===== src/pscc_pkg.sv =====
// Shared types and constants of the point-set coplanarity check.
package pscc_pkg;

    // Width of one limb handled by the shared multiplier.
    localparam int LIMB_W = 32;
    // Limb index width; operands span at most four limbs.
    localparam int LIMB_IDX_W = 2;

    localparam int TOL_W = 15;
    localparam logic [TOL_W-1:0] TOL_RESET = 15'd41;

    localparam int STATUS_W = 2;
    localparam logic [STATUS_W-1:0] STATUS_COPLANAR  = 2'd0;
    localparam logic [STATUS_W-1:0] STATUS_OFF_PLANE = 2'd1;
    localparam logic [STATUS_W-1:0] STATUS_TOO_FEW   = 2'd2;

    localparam int COUNT_W = 3;
    localparam logic [COUNT_W-1:0] COUNT_MAX = 3'd7;

    typedef enum logic [4:0] {
        ST_IDLE,
        ST_CROSS_A1,
        ST_CROSS_A2,
        ST_CROSS_B1,
        ST_CROSS_B2,
        ST_CROSS_C1,
        ST_CROSS_C2,
        ST_OFF_A,
        ST_OFF_B,
        ST_OFF_C,
        ST_NORM_A,
        ST_NORM_B,
        ST_NORM_C,
        ST_RES_A,
        ST_RES_B,
        ST_RES_C,
        ST_SQUARE,
        ST_TOL_SQ,
        ST_THRESH,
        ST_FINISH
    } state_t;

    // One multiply-accumulate command for the shared unit.
    typedef struct packed {
        logic                  start;
        logic                  keep;
        logic                  neg;
        logic [LIMB_IDX_W-1:0] a_last;
        logic [LIMB_IDX_W-1:0] b_last;
    } mac_cmd_t;

endpackage


===== src/pscc_if.sv =====
// Channel interfaces of the point-set coplanarity check.
interface pscc_point_if #(
    parameter int COORD_WIDTH = 16
);
    logic                          valid;
    logic                          ready;
    logic signed [COORD_WIDTH-1:0] point_x;
    logic signed [COORD_WIDTH-1:0] point_y;
    logic signed [COORD_WIDTH-1:0] point_z;
    logic                          last_point;

    modport source (
        output valid, point_x, point_y, point_z, last_point,
        input  ready
    );
    modport sink (
        input  valid, point_x, point_y, point_z, last_point,
        output ready
    );
endinterface

interface pscc_status_if;
    logic                            valid;
    logic                            ready;
    logic [pscc_pkg::STATUS_W-1:0]   status;

    modport source (
        output valid, status,
        input  ready
    );
    modport sink (
        input  valid, status,
        output ready
    );
endinterface

interface pscc_cfg_if;
    logic                          valid;
    logic                          ready;
    logic [pscc_pkg::TOL_W-1:0]    distance_tolerance;

    modport source (
        output valid, distance_tolerance,
        input  ready
    );
    modport sink (
        input  valid, distance_tolerance,
        output ready
    );
endinterface


===== src/pscc_mac.sv =====
// Shared limb-serial multiply-accumulate unit of the coplanarity check.
module pscc_mac #(
    parameter int NUM_LIMBS = 3,
    parameter int ACC_WIDTH = 109
) (
    input  logic                                        clk,
    input  logic                                        rst_n,
    input  pscc_pkg::mac_cmd_t                          cmd,
    input  logic [NUM_LIMBS*pscc_pkg::LIMB_W-1:0]       a_mag,
    input  logic [NUM_LIMBS*pscc_pkg::LIMB_W-1:0]       b_mag,
    input  logic signed [ACC_WIDTH-1:0]                 init,
    output logic signed [ACC_WIDTH-1:0]                 acc,
    output logic                                        done
);

    localparam int LW  = pscc_pkg::LIMB_W;
    localparam int IW  = pscc_pkg::LIMB_IDX_W;
    localparam int SHW = IW + 1;

    logic [NUM_LIMBS*LW-1:0]       a_reg;
    logic [NUM_LIMBS*LW-1:0]       b_reg;
    logic [IW-1:0]                 a_last_reg;
    logic [IW-1:0]                 b_last_reg;
    logic                          neg_reg;
    logic [IW-1:0]                 i_reg;
    logic [IW-1:0]                 j_reg;
    logic                          run_reg;
    logic [2*LW-1:0]               prod_reg;
    logic [SHW-1:0]                shift_reg;
    logic                          prod_vld_reg;
    logic                          prod_last_reg;
    logic signed [ACC_WIDTH-1:0]   acc_reg;
    logic                          done_reg;

    logic [LW-1:0]                 a_limb;
    logic [LW-1:0]                 b_limb;
    logic                          last_pair;
    logic [ACC_WIDTH-1:0]          term;

    assign a_limb    = a_reg[i_reg*LW +: LW];
    assign b_limb    = b_reg[j_reg*LW +: LW];
    assign last_pair = (i_reg == a_last_reg) && (j_reg == b_last_reg);
    assign term      = ACC_WIDTH'(prod_reg) << (shift_reg * LW);

    // Sequencing of limb pairs; one partial product leaves per cycle.
    always_ff @(posedge clk or negedge rst_n)
    begin
        if (!rst_n)
        begin
            run_reg       <= 1'b0;
            prod_vld_reg  <= 1'b0;
            prod_last_reg <= 1'b0;
            done_reg      <= 1'b0;
            i_reg         <= '0;
            j_reg         <= '0;
        end
        else
        begin
            done_reg     <= prod_vld_reg && prod_last_reg;
            prod_vld_reg <= run_reg;
            if (cmd.start)
            begin
                run_reg <= 1'b1;
                i_reg   <= '0;
                j_reg   <= '0;
            end
            else if (run_reg)
            begin
                prod_last_reg <= last_pair;
                if (last_pair)
                begin
                    run_reg <= 1'b0;
                end
                if (j_reg == b_last_reg)
                begin
                    j_reg <= '0;
                    i_reg <= i_reg + 1'b1;
                end
                else
                begin
                    j_reg <= j_reg + 1'b1;
                end
            end
        end
    end

    always_ff @(posedge clk)
    begin
        if (cmd.start)
        begin
            a_reg      <= a_mag;
            b_reg      <= b_mag;
            a_last_reg <= cmd.a_last;
            b_last_reg <= cmd.b_last;
            neg_reg    <= cmd.neg;
            acc_reg    <= cmd.keep ? acc_reg : init;
        end
        else if (prod_vld_reg)
        begin
            acc_reg <= neg_reg ? (acc_reg - $signed(term)) : (acc_reg + $signed(term));
        end
        if (run_reg)
        begin
            prod_reg  <= a_limb * b_limb;
            shift_reg <= {1'b0, i_reg} + {1'b0, j_reg};
        end
    end

    assign acc  = acc_reg;
    assign done = done_reg;

endmodule


===== src/point_set_coplanarity_check.sv =====
// Top level of the point-set coplanarity check.
//
//   channel   direction   payload                                   transfer when
//   point     in          point_x, point_y, point_z, last_point     point.valid && point.ready
//   result    out         status                                    result.valid && result.ready
//   cfg       in          distance_tolerance                        cfg.valid && cfg.ready
//
// A point that only updates the set runs no multiply step. A point tested against the
// plane runs the residual and test steps; the third defining point, which builds the plane,
// runs the cross product, offset and norm steps (and the test steps when a leading origin
// is also tested). All are paced by the one shared 32x32 multiplier, limb by limb.
// Reset clears the set state, the result register and loads the tolerance with 41.
// A waiting result does not block the next point; only a last point stalls in its final
// cycle until the previous status has been transferred. The cfg channel is always ready.
module point_set_coplanarity_check #(
    parameter int COORD_WIDTH = 16
) (
    input  logic              clk,
    input  logic              rst_n,
    pscc_point_if.sink        point,
    pscc_status_if.source     result,
    pscc_cfg_if.sink          cfg
);

    // Widths of the exact integer arithmetic, following the coordinate and tolerance widths.
    localparam int W    = COORD_WIDTH;
    localparam int DW   = W + 1;            // edge vector component
    localparam int PW   = 2 * W + 3;        // plane normal component
    localparam int OW   = 3 * W + 5;        // plane offset
    localparam int RW   = 3 * W + 6;        // residual
    localparam int NW   = 4 * W + 8;        // squared normal length
    localparam int T2W  = 2 * pscc_pkg::TOL_W;
    localparam int R2W  = 2 * RW;
    localparam int THW  = NW + T2W;
    localparam int ACCW = ((R2W > THW) ? R2W : THW) + 1;
    localparam int CMPW = ACCW - 1;
    localparam int LW   = pscc_pkg::LIMB_W;
    localparam int IW   = pscc_pkg::LIMB_IDX_W;
    localparam int NL   = (NW + LW - 1) / LW;
    localparam int OPW  = NL * LW + 1;
    localparam int CW   = pscc_pkg::COUNT_W;

    // Last limb index of each operand class.
    localparam logic [IW-1:0] LD_LAST = IW'((DW + LW - 1) / LW - 1);
    localparam logic [IW-1:0] LC_LAST = IW'((W + LW - 1) / LW - 1);
    localparam logic [IW-1:0] LP_LAST = IW'((PW + LW - 1) / LW - 1);
    localparam logic [IW-1:0] LR_LAST = IW'((RW + LW - 1) / LW - 1);
    localparam logic [IW-1:0] LN_LAST = IW'(NL - 1);
    localparam logic [IW-1:0] LT_LAST = IW'((T2W + LW - 1) / LW - 1);

    pscc_pkg::state_t state_reg, state_next;

    logic                              launched_reg, launched_next;
    logic [CW-1:0]                     cnt_reg, cnt_next;
    logic                              skipped_reg, skipped_next;
    logic                              off_seen_reg, off_seen_next;
    logic                              out_valid_reg, out_valid_next;
    logic [pscc_pkg::STATUS_W-1:0]     status_reg, status_next;
    logic [pscc_pkg::TOL_W-1:0]        tol_reg;

    // Current point and the three points that define the plane.
    logic signed [W-1:0]               px_reg, py_reg, pz_reg;
    logic                              last_reg;
    logic signed [W-1:0]               dpx_reg [3];
    logic signed [W-1:0]               dpy_reg [3];
    logic signed [W-1:0]               dpz_reg [3];

    // Plane and comparison operands.
    logic signed [PW-1:0]              pa_reg, pb_reg, pc_reg;
    logic signed [OW-1:0]              poff_reg;
    logic [NW-1:0]                     n2_reg;
    logic signed [RW-1:0]              res_reg;
    logic [R2W-1:0]                    r2_reg;
    logic [T2W-1:0]                    tol2_reg;

    logic                              accept;
    logic                              in_origin;
    logic [CW-1:0]                     pos;
    logic [CW-1:0]                     cnt_sat;
    logic signed [DW-1:0]              ux, uy, uz, vx, vy, vz;

    logic signed [OPW-1:0]             opa_s, opb_s, opa_abs, opb_abs;
    logic                              step_neg, step_keep, step_init_off;
    logic [IW-1:0]                     step_a_last, step_b_last;
    logic                              is_step;
    pscc_pkg::state_t                  step_follow;

    pscc_pkg::mac_cmd_t                mac_cmd;
    logic signed [ACCW-1:0]            mac_init;
    logic signed [ACCW-1:0]            mac_acc;
    logic                              mac_done;
    logic                              exceeds;

    assign accept    = point.valid && point.ready;
    assign in_origin = (cnt_reg == '0) && (point.point_x == '0) && (point.point_y == '0)
                       && (point.point_z == '0);
    assign pos       = cnt_reg - {{(CW-1){1'b0}}, skipped_reg};
    assign cnt_sat   = (cnt_reg == pscc_pkg::COUNT_MAX) ? cnt_reg : cnt_reg + 1'b1;

    // Edge vectors from the first defining point; the normal is their cross product.
    assign ux = DW'(dpx_reg[1]) - DW'(dpx_reg[0]);
    assign uy = DW'(dpy_reg[1]) - DW'(dpy_reg[0]);
    assign uz = DW'(dpz_reg[1]) - DW'(dpz_reg[0]);
    assign vx = DW'(dpx_reg[2]) - DW'(dpx_reg[0]);
    assign vy = DW'(dpy_reg[2]) - DW'(dpy_reg[0]);
    assign vz = DW'(dpz_reg[2]) - DW'(dpz_reg[0]);

    // The squared test: the point is off the plane when residual^2 exceeds tol^2 * |n|^2.
    assign exceeds = CMPW'(r2_reg) > mac_acc[CMPW-1:0];

    // Operand selection of each multiply step. A step either starts a fresh sum or adds
    // to the running one; the sign of the product is folded into add or subtract.
    always_comb
    begin
        opa_s         = '0;
        opb_s         = '0;
        step_neg      = 1'b0;
        step_keep     = 1'b1;
        step_init_off = 1'b0;
        step_a_last   = '0;
        step_b_last   = '0;
        is_step       = 1'b1;
        step_follow   = pscc_pkg::ST_FINISH;
        unique case (state_reg)
            pscc_pkg::ST_CROSS_A1:
            begin
                opa_s = OPW'(uy); opb_s = OPW'(vz); step_keep = 1'b0;
                step_a_last = LD_LAST; step_b_last = LD_LAST;
                step_follow = pscc_pkg::ST_CROSS_A2;
            end
            pscc_pkg::ST_CROSS_A2:
            begin
                opa_s = OPW'(uz); opb_s = OPW'(vy); step_neg = 1'b1;
                step_a_last = LD_LAST; step_b_last = LD_LAST;
                step_follow = pscc_pkg::ST_CROSS_B1;
            end
            pscc_pkg::ST_CROSS_B1:
            begin
                opa_s = OPW'(uz); opb_s = OPW'(vx); step_keep = 1'b0;
                step_a_last = LD_LAST; step_b_last = LD_LAST;
                step_follow = pscc_pkg::ST_CROSS_B2;
            end
            pscc_pkg::ST_CROSS_B2:
            begin
                opa_s = OPW'(ux); opb_s = OPW'(vz); step_neg = 1'b1;
                step_a_last = LD_LAST; step_b_last = LD_LAST;
                step_follow = pscc_pkg::ST_CROSS_C1;
            end
            pscc_pkg::ST_CROSS_C1:
            begin
                opa_s = OPW'(ux); opb_s = OPW'(vy); step_keep = 1'b0;
                step_a_last = LD_LAST; step_b_last = LD_LAST;
                step_follow = pscc_pkg::ST_CROSS_C2;
            end
            pscc_pkg::ST_CROSS_C2:
            begin
                opa_s = OPW'(uy); opb_s = OPW'(vx); step_neg = 1'b1;
                step_a_last = LD_LAST; step_b_last = LD_LAST;
                step_follow = pscc_pkg::ST_OFF_A;
            end
            pscc_pkg::ST_OFF_A:
            begin
                opa_s = OPW'(pa_reg); opb_s = OPW'(dpx_reg[0]);
                step_neg = 1'b1; step_keep = 1'b0;
                step_a_last = LP_LAST; step_b_last = LC_LAST;
                step_follow = pscc_pkg::ST_OFF_B;
            end
            pscc_pkg::ST_OFF_B:
            begin
                opa_s = OPW'(pb_reg); opb_s = OPW'(dpy_reg[0]); step_neg = 1'b1;
                step_a_last = LP_LAST; step_b_last = LC_LAST;
                step_follow = pscc_pkg::ST_OFF_C;
            end
            pscc_pkg::ST_OFF_C:
            begin
                opa_s = OPW'(pc_reg); opb_s = OPW'(dpz_reg[0]); step_neg = 1'b1;
                step_a_last = LP_LAST; step_b_last = LC_LAST;
                step_follow = pscc_pkg::ST_NORM_A;
            end
            pscc_pkg::ST_NORM_A:
            begin
                opa_s = OPW'(pa_reg); opb_s = OPW'(pa_reg); step_keep = 1'b0;
                step_a_last = LP_LAST; step_b_last = LP_LAST;
                step_follow = pscc_pkg::ST_NORM_B;
            end
            pscc_pkg::ST_NORM_B:
            begin
                opa_s = OPW'(pb_reg); opb_s = OPW'(pb_reg);
                step_a_last = LP_LAST; step_b_last = LP_LAST;
                step_follow = pscc_pkg::ST_NORM_C;
            end
            pscc_pkg::ST_NORM_C:
            begin
                opa_s = OPW'(pc_reg); opb_s = OPW'(pc_reg);
                step_a_last = LP_LAST; step_b_last = LP_LAST;
                // A skipped origin is tested at once: its residual is the offset.
                step_follow = skipped_reg ? pscc_pkg::ST_SQUARE : pscc_pkg::ST_FINISH;
            end
            pscc_pkg::ST_RES_A:
            begin
                opa_s = OPW'(pa_reg); opb_s = OPW'(px_reg);
                step_keep = 1'b0; step_init_off = 1'b1;
                step_a_last = LP_LAST; step_b_last = LC_LAST;
                step_follow = pscc_pkg::ST_RES_B;
            end
            pscc_pkg::ST_RES_B:
            begin
                opa_s = OPW'(pb_reg); opb_s = OPW'(py_reg);
                step_a_last = LP_LAST; step_b_last = LC_LAST;
                step_follow = pscc_pkg::ST_RES_C;
            end
            pscc_pkg::ST_RES_C:
            begin
                opa_s = OPW'(pc_reg); opb_s = OPW'(pz_reg);
                step_a_last = LP_LAST; step_b_last = LC_LAST;
                step_follow = pscc_pkg::ST_SQUARE;
            end
            pscc_pkg::ST_SQUARE:
            begin
                opa_s = OPW'(res_reg); opb_s = OPW'(res_reg); step_keep = 1'b0;
                step_a_last = LR_LAST; step_b_last = LR_LAST;
                step_follow = pscc_pkg::ST_TOL_SQ;
            end
            pscc_pkg::ST_TOL_SQ:
            begin
                opa_s = OPW'(tol_reg); opb_s = OPW'(tol_reg); step_keep = 1'b0;
                step_a_last = LT_LAST; step_b_last = LT_LAST;
                step_follow = pscc_pkg::ST_THRESH;
            end
            pscc_pkg::ST_THRESH:
            begin
                opa_s = OPW'(n2_reg); opb_s = OPW'(tol2_reg); step_keep = 1'b0;
                step_a_last = LN_LAST; step_b_last = LT_LAST;
                step_follow = pscc_pkg::ST_FINISH;
            end
            default:
            begin
                is_step = 1'b0;
            end
        endcase
    end

    assign opa_abs = opa_s[OPW-1] ? -opa_s : opa_s;
    assign opb_abs = opb_s[OPW-1] ? -opb_s : opb_s;

    assign mac_cmd.start  = is_step && !launched_reg;
    assign mac_cmd.keep   = step_keep;
    assign mac_cmd.neg    = step_neg ^ opa_s[OPW-1] ^ opb_s[OPW-1];
    assign mac_cmd.a_last = step_a_last;
    assign mac_cmd.b_last = step_b_last;
    assign mac_init       = step_init_off ? ACCW'(poff_reg) : '0;

    pscc_mac #(
        .NUM_LIMBS (NL),
        .ACC_WIDTH (ACCW)
    ) u_mac (
        .clk   (clk),
        .rst_n (rst_n),
        .cmd   (mac_cmd),
        .a_mag (opa_abs[NL*LW-1:0]),
        .b_mag (opb_abs[NL*LW-1:0]),
        .init  (mac_init),
        .acc   (mac_acc),
        .done  (mac_done)
    );

    // Sequencer: next state, set bookkeeping and the status register.
    always_comb
    begin
        state_next     = state_reg;
        launched_next  = launched_reg;
        cnt_next       = cnt_reg;
        skipped_next   = skipped_reg;
        off_seen_next  = off_seen_reg;
        out_valid_next = out_valid_reg && !result.ready;
        status_next    = status_reg;
        if (is_step)
        begin
            if (!launched_reg)
            begin
                launched_next = 1'b1;
            end
            else if (mac_done)
            begin
                launched_next = 1'b0;
                state_next    = step_follow;
                if (state_reg == pscc_pkg::ST_THRESH && exceeds)
                begin
                    off_seen_next = 1'b1;
                end
            end
        end
        else
        begin
            unique case (state_reg)
                pscc_pkg::ST_IDLE:
                begin
                    if (accept)
                    begin
                        if (in_origin)
                        begin
                            skipped_next = 1'b1;
                            state_next   = pscc_pkg::ST_FINISH;
                        end
                        else if (pos == CW'(2))
                        begin
                            state_next = pscc_pkg::ST_CROSS_A1;
                        end
                        else if (pos < CW'(2))
                        begin
                            state_next = pscc_pkg::ST_FINISH;
                        end
                        else
                        begin
                            state_next = pscc_pkg::ST_RES_A;
                        end
                    end
                end
                pscc_pkg::ST_FINISH:
                begin
                    if (!last_reg)
                    begin
                        cnt_next   = cnt_sat;
                        state_next = pscc_pkg::ST_IDLE;
                    end
                    else if (!out_valid_reg || result.ready)
                    begin
                        out_valid_next = 1'b1;
                        if (cnt_sat < CW'(2))
                        begin
                            status_next = pscc_pkg::STATUS_TOO_FEW;
                        end
                        else if (cnt_sat <= CW'(3) || !off_seen_reg)
                        begin
                            status_next = pscc_pkg::STATUS_COPLANAR;
                        end
                        else
                        begin
                            status_next = pscc_pkg::STATUS_OFF_PLANE;
                        end
                        cnt_next      = '0;
                        skipped_next  = 1'b0;
                        off_seen_next = 1'b0;
                        state_next    = pscc_pkg::ST_IDLE;
                    end
                end
                default:
                begin
                    state_next = pscc_pkg::ST_IDLE;
                end
            endcase
        end
    end

    always_ff @(posedge clk or negedge rst_n)
    begin
        if (!rst_n)
        begin
            state_reg     <= pscc_pkg::ST_IDLE;
            launched_reg  <= 1'b0;
            cnt_reg       <= '0;
            skipped_reg   <= 1'b0;
            off_seen_reg  <= 1'b0;
            out_valid_reg <= 1'b0;
            status_reg    <= pscc_pkg::STATUS_COPLANAR;
            tol_reg       <= pscc_pkg::TOL_RESET;
        end
        else
        begin
            state_reg     <= state_next;
            launched_reg  <= launched_next;
            cnt_reg       <= cnt_next;
            skipped_reg   <= skipped_next;
            off_seen_reg  <= off_seen_next;
            out_valid_reg <= out_valid_next;
            status_reg    <= status_next;
            if (cfg.valid)
            begin
                tol_reg <= cfg.distance_tolerance;
            end
        end
    end

    // Point, defining points and results of the multiply steps.
    always_ff @(posedge clk)
    begin
        if (accept)
        begin
            px_reg   <= point.point_x;
            py_reg   <= point.point_y;
            pz_reg   <= point.point_z;
            last_reg <= point.last_point;
            if (!in_origin && pos < CW'(3))
            begin
                dpx_reg[pos[1:0]] <= point.point_x;
                dpy_reg[pos[1:0]] <= point.point_y;
                dpz_reg[pos[1:0]] <= point.point_z;
            end
        end
        if (launched_reg && mac_done)
        begin
            unique case (state_reg)
                pscc_pkg::ST_CROSS_A2: pa_reg   <= mac_acc[PW-1:0];
                pscc_pkg::ST_CROSS_B2: pb_reg   <= mac_acc[PW-1:0];
                pscc_pkg::ST_CROSS_C2: pc_reg   <= mac_acc[PW-1:0];
                pscc_pkg::ST_OFF_C:    poff_reg <= mac_acc[OW-1:0];
                pscc_pkg::ST_NORM_C:
                begin
                    n2_reg  <= mac_acc[NW-1:0];
                    res_reg <= RW'(poff_reg);
                end
                pscc_pkg::ST_RES_C:    res_reg  <= mac_acc[RW-1:0];
                pscc_pkg::ST_SQUARE:   r2_reg   <= mac_acc[R2W-1:0];
                pscc_pkg::ST_TOL_SQ:   tol2_reg <= mac_acc[T2W-1:0];
                default:
                begin
                end
            endcase
        end
    end

    assign point.ready   = (state_reg == pscc_pkg::ST_IDLE);
    assign result.valid  = out_valid_reg;
    assign result.status = status_reg;
    assign cfg.ready     = 1'b1;

endmodule


===== src/flat_wrapper.sv =====
// flat-port wrapper written by rule: the top's interface ports become plain ports
module point_set_coplanarity_check_flat 
#(
    parameter int COORD_WIDTH = 16
)
  (clk, rst_n, point_valid, point_point_x, point_point_y, point_point_z, point_last_point, point_ready, result_valid, result_status, result_ready, cfg_valid, cfg_distance_tolerance, cfg_ready);
  pscc_point_if #(.COORD_WIDTH(COORD_WIDTH)) point_i ();
  pscc_status_if result_i ();
  pscc_cfg_if cfg_i ();
  input  logic clk;
  input  logic rst_n;
  input wire logic [$bits(point_i.valid)-1:0] point_valid;
  input wire logic [$bits(point_i.point_x)-1:0] point_point_x;
  input wire logic [$bits(point_i.point_y)-1:0] point_point_y;
  input wire logic [$bits(point_i.point_z)-1:0] point_point_z;
  input wire logic [$bits(point_i.last_point)-1:0] point_last_point;
  output wire logic [$bits(point_i.ready)-1:0] point_ready;
  output wire logic [$bits(result_i.valid)-1:0] result_valid;
  output wire logic [$bits(result_i.status)-1:0] result_status;
  input wire logic [$bits(result_i.ready)-1:0] result_ready;
  input wire logic [$bits(cfg_i.valid)-1:0] cfg_valid;
  input wire logic [$bits(cfg_i.distance_tolerance)-1:0] cfg_distance_tolerance;
  output wire logic [$bits(cfg_i.ready)-1:0] cfg_ready;
  assign point_i.valid = point_valid;
  assign point_i.point_x = point_point_x;
  assign point_i.point_y = point_point_y;
  assign point_i.point_z = point_point_z;
  assign point_i.last_point = point_last_point;
  assign point_ready = point_i.ready;
  assign result_valid = result_i.valid;
  assign result_status = result_i.status;
  assign result_i.ready = result_ready;
  assign cfg_i.valid = cfg_valid;
  assign cfg_i.distance_tolerance = cfg_distance_tolerance;
  assign cfg_ready = cfg_i.ready;
  point_set_coplanarity_check #(.COORD_WIDTH(COORD_WIDTH)) u_core (.clk(clk), .rst_n(rst_n), .point(point_i), .result(result_i), .cfg(cfg_i));
endmodule

===== config.mk =====
export PLATFORM = sky130hd
export DESIGN_NAME = point_set_coplanarity_check_flat
export DESIGN_NICKNAME = d
export VERILOG_FILES = /design/src/pscc_pkg.sv /design/src/pscc_if.sv /design/src/pscc_mac.sv /design/src/point_set_coplanarity_check.sv /design/src/flat_wrapper.sv
export SDC_FILE = /design/constraint.sdc
export NUM_CORES = 2
export LEC_CHECK = 0
export ABC_AREA = 1
export BUFFER_PORTS_ARGS = -buffer_cell sky130_fd_sc_hd__buf_2
export CAP_MARGIN = 20
export CORE_MARGIN = 10
export CORE_UTILIZATION = 60
export CTS_BUF_LIST = sky130_fd_sc_hd__clkbuf_4 sky130_fd_sc_hd__clkbuf_8
export DETAILED_ROUTE_END_ITERATION = 7
export GPL_TIMING_DRIVEN = 0
export PLACE_DENSITY = 0.79
export REMOVE_ABC_BUFFERS = 1
export SLEW_MARGIN = 40
export SYNTH_ARGS = -nofsm -noshare
export SYNTH_HDL_FRONTEND = slang
export SYNTH_SLANG_ARGS = --single-unit
export TNS_END_PERCENT = 100

===== constraint.sdc =====
create_clock -name clk -period 7.7 [get_ports clk]
set_clock_uncertainty 0.2 [all_clocks]
set_input_delay 0.385 -clock clk [delete_from_list [all_inputs] [get_ports clk]]
set_output_delay 0.385 -clock clk [all_outputs]
set_load 0.005 [all_outputs]

==> impl_metrics.env, run 1 <==
export IMPL_syn_avg_cell_area_um2=7.895
export IMPL_grt_max_degree=78
export IMPL_grt_usage=0.5788
export IMPL_ys_async_sr_fraction=0.03617
export IMPL_dieHeight_um=429.3
export IMPL_outcome="stopped before the end"
export IMPL_ys_warn_count=0
export IMPL_synth_ff_latch_count=1023
export IMPL_placed_cells=14954
export IMPL_hpwl_um=322300
export IMPL_cts_root_buf="clkbuf_8"
export IMPL_synth_edf_count=986
export IMPL_rows=150
export IMPL_gp_congestion=1.067
export IMPL_synth_main_ff_cell="edfxtp_1"
export IMPL_io_buffer_count=72
export IMPL_pre_cts_ws_ns=-2.637
export IMPL_syn_area_mm2=0.1005
export IMPL_ctsHtreeMaxLevel=4
export IMPL_cts_buffers=170
export IMPL_initial_core_util=0.6024
export IMPL_antenna_found_initial=66
export IMPL_grt_ovfl_total=28
export IMPL_synthCells=12732
export IMPL_clockBufferDepth=3
export IMPL_error="[ERROR GRT-0232] Routing congestion too high. Check the congestion heatmap in the GUI."
export IMPL_seq_area_frac_synth=0.3038
export IMPL_grt_worst_endpoint="u_core.u_mac.prod_reg[56]$_DFFE_PP_/D"
export IMPL_stop_stage="5_1_grt"
export IMPL_yosysUniqueCellTypes=71
export IMPL_worstEndpointType="sequential cell input"
export IMPL_clkSinkCount=1023
export IMPL_fp_dieW_um=429.3
export IMPL_io_pins=74
[through the flow]
stage | TNS [ns] | area, µm²
after floorplan | -2192.59 | 99180
after CTS | -18.70 | 113900
after detailed placement | -100.54 | 106900
after global placement | -6767.77 | 102300
[cells by family after synthesis]
logic type | count (synthesis) | share of synthesized area
buffers and inverters | 3226 | 0.1220
AND/OR/NAND/NOR | 5308 | 0.2187
XOR/XNOR | 276 | 0.02405
flip-flops | 1023 | 0.3038
adder cells (fa/ha/maj) | 1486 | 0.2525
other | 2 | 0.00007471
multiplexers | 7 | 0.0007843
AO/OA/AOI/OAI | 1404 | 0.07811
[metal layers]
metal | GRT overflow | GRT usage
met3 | 2 | 0.4224
met5 | 0 | 0.2177
met2 | 9 | 0.7338
met1 | 4 | 0.6410
met4 | 13 | 0.4258
[cell usage after synthesis (all sizes together), types with 8 or more instances]
library cell	number	area share
buf	95	0.0050
nand2	3064	0.11
inv	2844	0.11
edfxtp	986	0.29
nor4	42	0.0027
a21o	24	0.0018
o31ai	40	0.0030
a211oi	12	0.00090
o21bai	35	0.0026
xnor2	88	0.0077
a21boi	10	0.00075
fa	904	0.18
o22ai	50	0.0031
and2	13	0.00081
nor2	1226	0.047
o21ai	582	0.029
xor2	188	0.016
dfrtp	34	0.0085
or2	27	0.0017
o2111ai	9	0.00078
o21a	46	0.0034
clkbuf	285	0.011
nand4	145	0.0090
nand3b	71	0.0053
ha	582	0.072
a21oi	475	0.024
a31oi	67	0.0042
nand3	596	0.030
or4	8	0.00060
nor3	104	0.0053
o211ai	18	0.0013
[timing repair]
action / 4_1_cts
resized for setup: 339
buffers inserted: 104
pin swaps: 89
setup endpoints to repair: 54
cloned: 6
hold buffers: 116
hold endpoints to repair: 285
==> run 2: changes to the inputs <==
--- a/config.mk
+++ b/config.mk
@@ -9,11 +9,10 @@
 export BUFFER_PORTS_ARGS = -buffer_cell sky130_fd_sc_hd__buf_2
 export CAP_MARGIN = 20
 export CORE_MARGIN = 10
-export CORE_UTILIZATION = 60
-export CTS_BUF_LIST = sky130_fd_sc_hd__clkbuf_4 sky130_fd_sc_hd__clkbuf_8
+export CORE_UTILIZATION = 40
 export DETAILED_ROUTE_END_ITERATION = 7
 export GPL_TIMING_DRIVEN = 0
-export PLACE_DENSITY = 0.79
+export PLACE_DENSITY_LB_ADDON = 0.15
 export REMOVE_ABC_BUFFERS = 1
 export SLEW_MARGIN = 40
 export SYNTH_ARGS = -nofsm -noshare
==> constraint.sdc (replaced) <==
create_clock -name clk -period 10.01 [get_ports clk]
set_clock_uncertainty 0.2 [all_clocks]
set_input_delay 0.5005 -clock clk [delete_from_list [all_inputs] [get_ports clk]]
set_output_delay 0.5005 -clock clk [all_outputs]
set_load 0.005 [all_outputs]
==> impl_metrics.env, run 2 <==
export IMPL_cts_clk_slew_worst_paths_ns=0.06
export IMPL_fp_dieW_um=521.3
export IMPL_hpwl_um=352300
export IMPL_rows=183
export IMPL_layout_nets=14560
export IMPL_max_stage_delay_ns=0.70
export IMPL_seq_area_frac_synth=0.3038
export IMPL_ys_top_cells_by_area="edfxtp_1 (29%), fa_1 (18%), nand2_1 (11%)"
export IMPL_clockBufferDepth=3
export IMPL_whs_ns=0.07566
export IMPL_hold_viol_final=0
export IMPL_yosysUniqueCellTypes=71
export IMPL_core_region_area_mm2=0.2493
export IMPL_clock_fmax_mhz=103.0
export IMPL_io_pins=74
export IMPL_drt_iter0_markers=8271
export IMPL_synth_ff_latch_count=1023
export IMPL_relSlewSlack=0.2954
export IMPL_reg2reg_from="u_core.u_mac.i_reg[0]"
export IMPL_drv_cap=0
export IMPL_cts_buffers=113
export IMPL_arrival_ns=10.05
export IMPL_drt_wl_total_um=415600
export IMPL_setup_viol=0
export IMPL_critical_path_most_common_cell="fa_1"
export IMPL_antenna_found_initial=24
export IMPL_synth_top_area_frac=0.2946
export IMPL_rrSetupSlack_ns=0.31
export IMPL_io_buffer_count=72
export IMPL_clkSinkCount=1023
export IMPL_grt_max_degree=69
export IMPL_outcome="completed"
export IMPL_hold_class="in -> async"
export IMPL_cpMaxStageDelayCell="dfrtp_4"
export IMPL_mostFrequentLayoutCells="nand2_1 (3039), inv_1 (2814), nor2_1 (1164)"
export IMPL_synth_main_ff_cell="edfxtp_1"
export IMPL_reg2reg_to="u_core.u_mac.prod_reg[57]"
export IMPL_final_layout_size_suffix_gt1_frac=0.06587
export IMPL_slew_violations=0
export IMPL_worstSetupStartpointType="register"
export IMPL_dr_pass1_iters=8
export IMPL_grt_pass1_wl_um=602600
export IMPL_grt_usage=0.3000
export IMPL_post_route_min_period_ns=9.704
export IMPL_critPathCaptureType="register"
export IMPL_layout_cells_most_common="nand2_1"
export IMPL_tritoncts="done"
export IMPL_clk_latency_ns=0.81
export IMPL_required_ns=10.36
export IMPL_viasPerCell=5.324
export IMPL_synth_area_leader_cell="edfxtp_1"
export IMPL_syn_to_final_growth_pct=13.51
export IMPL_synth_edf_count=986
export IMPL_rsz0062_at_grt="no"
export IMPL_ctsHtreeMaxLevel=3
export IMPL_finalCritPeriodShare=0.9695
export IMPL_synth_most_common_cell="nand2_1"
export IMPL_syn_avg_cell_area_um2=7.895
export IMPL_worst_path_max_fanout=64
export IMPL_tightest_slew_ns=1.053
export IMPL_dieArea_mm2=0.2717
export IMPL_grt_ovfl_total=0
export IMPL_synth_common_cells="nand2_1 (3045), inv_1 (2817), nor2_1 (1182)"
export IMPL_cts_root_buf="clkbuf_16"
export IMPL_ys_async_sr_fraction=0.03617
export IMPL_drc=0
export IMPL_via_count=87532
export IMPL_gp_congestion=1.002
export IMPL_r2r_cells=32
export IMPL_initial_core_util=0.4031
export IMPL_synthCells=12732
export IMPL_critPathKind="reg -> reg"
export IMPL_drt_wirelength_per_cell_um=25.28
export IMPL_ant_nets=0
export IMPL_ys_warn_count=0
export IMPL_grt_pass1_vias=87640
export IMPL_syn_area_mm2=0.1005
export IMPL_dieHeight_um=521.3
[run 2: logic make-up (layout without fill, tap and decap cells)]
| kind of cell | Yosys count | count (layout) | share of synthesized area |
|---|---|---|---|
| simple gates | 5308 | 5308 | 0.2187 |
| buf+inv | 3226 | 3530 | 0.1220 |
| flops | 1023 | 1023 | 0.3038 |
| other cells | 2 | 77 | 0.00007471 |
| compound gates | 1404 | 1404 | 0.07811 |
| fa+ha+maj | 1486 | 1486 | 0.2525 |
| xor+xnor | 276 | 276 | 0.02405 |
| mux | 7 | 7 | 0.0007843 |
[run 2: worst max path at each step]
stage                           from                         to  slack (ns)  depth (start not counted)
3_3_place_gp     u_core.state_reg[4]      u_core.u_mac.acc[104]      -22.41                         11
4_1_cts        u_core.u_mac.i_reg[0]  u_core.u_mac.prod_reg[57]        0.02                         30
6_report       u_core.u_mac.i_reg[0]  u_core.u_mac.prod_reg[57]        0.31                         32
5_1_grt        u_core.u_mac.i_reg[0]  u_core.u_mac.prod_reg[51]      0.0009                         30
2_1_floorplan    u_core.state_reg[4]        u_core.u_mac.acc[0]       -7.88                         11
3_5_place_dp   u_core.u_mac.i_reg[0]  u_core.u_mac.prod_reg[57]       -0.56                         30
[run 2: worst max-delay path: cells and delay by family (launching register included)]
family          cells  cell delay [ns]
fa+ha+maj           9             4.65
compound gates      5             1.48
buf+inv            10             1.34
simple gates        7             0.99
flops               1             0.70
xor+xnor            1             0.08
[run 2: through the flow]
| stage | util | setup WS, ns | instances | setup TNS, ns | area, µm² |
|---|---|---|---|---|---|
| finish | 0.4576 | 0.3057 | 16441 | 0 | 114100 |
| global route | 0.4575 | 0.0008722 | 16432 | 0 | 114100 |
| CTS | 0.4570 | 0.01539 | 16424 | 0 | 114000 |
| detailed placement | 0.4382 | -0.5582 | 16132 | -2.842 | 109300 |
| global placement | 0.4159 | -22.41 | 15819 | -6055.38 | 103700 |
| floorplan | - | -7.882 | 12417 | -1081.92 | 99180 |
[run 2: timing repair]
| action | 4_1_cts | 5_1_grt |
|---|---|---|
| buffers inserted | 0 | 6 |
| hold buffers | 81 | 0 |
| endpoints found under the setup margin | 16 | 11 |
| pin swaps | 0 | 4 |
| endpoints found under the hold margin | 248 | 0 |
| gates resized for setup | 8 | 4 |
[run 2: final cells by class]
type | instances | area, µm²
repair buffers | 473 | 5483
well taps | 3330 | 4167
clock inverters | 92 | 1007
diodes | 10 | 25.02
inverters | 2846 | 10720
clock buffers | 119 | 2850
multi-input cells | 8548 | 59290
flip-flops and latches | 1023 | 30550
fillers | 24834 | 135300
[run 2: per-layer routing]
metal | vias up | wire, µm | track usage
met3 | 617 | 28220 | 0.04430
met1 | 43418 | 178800 | 0.4053
met2 | 3252 | 191300 | 0.4897
met4 | 4 | 17250 | 0.1081
li1 | 40241 | - | -
met5 | - | 27 | 0
Power of run 2 is left out: the tool's default activity adds up to more than one toggle a clock period on the data nets, which glitch-free logic cannot reach.
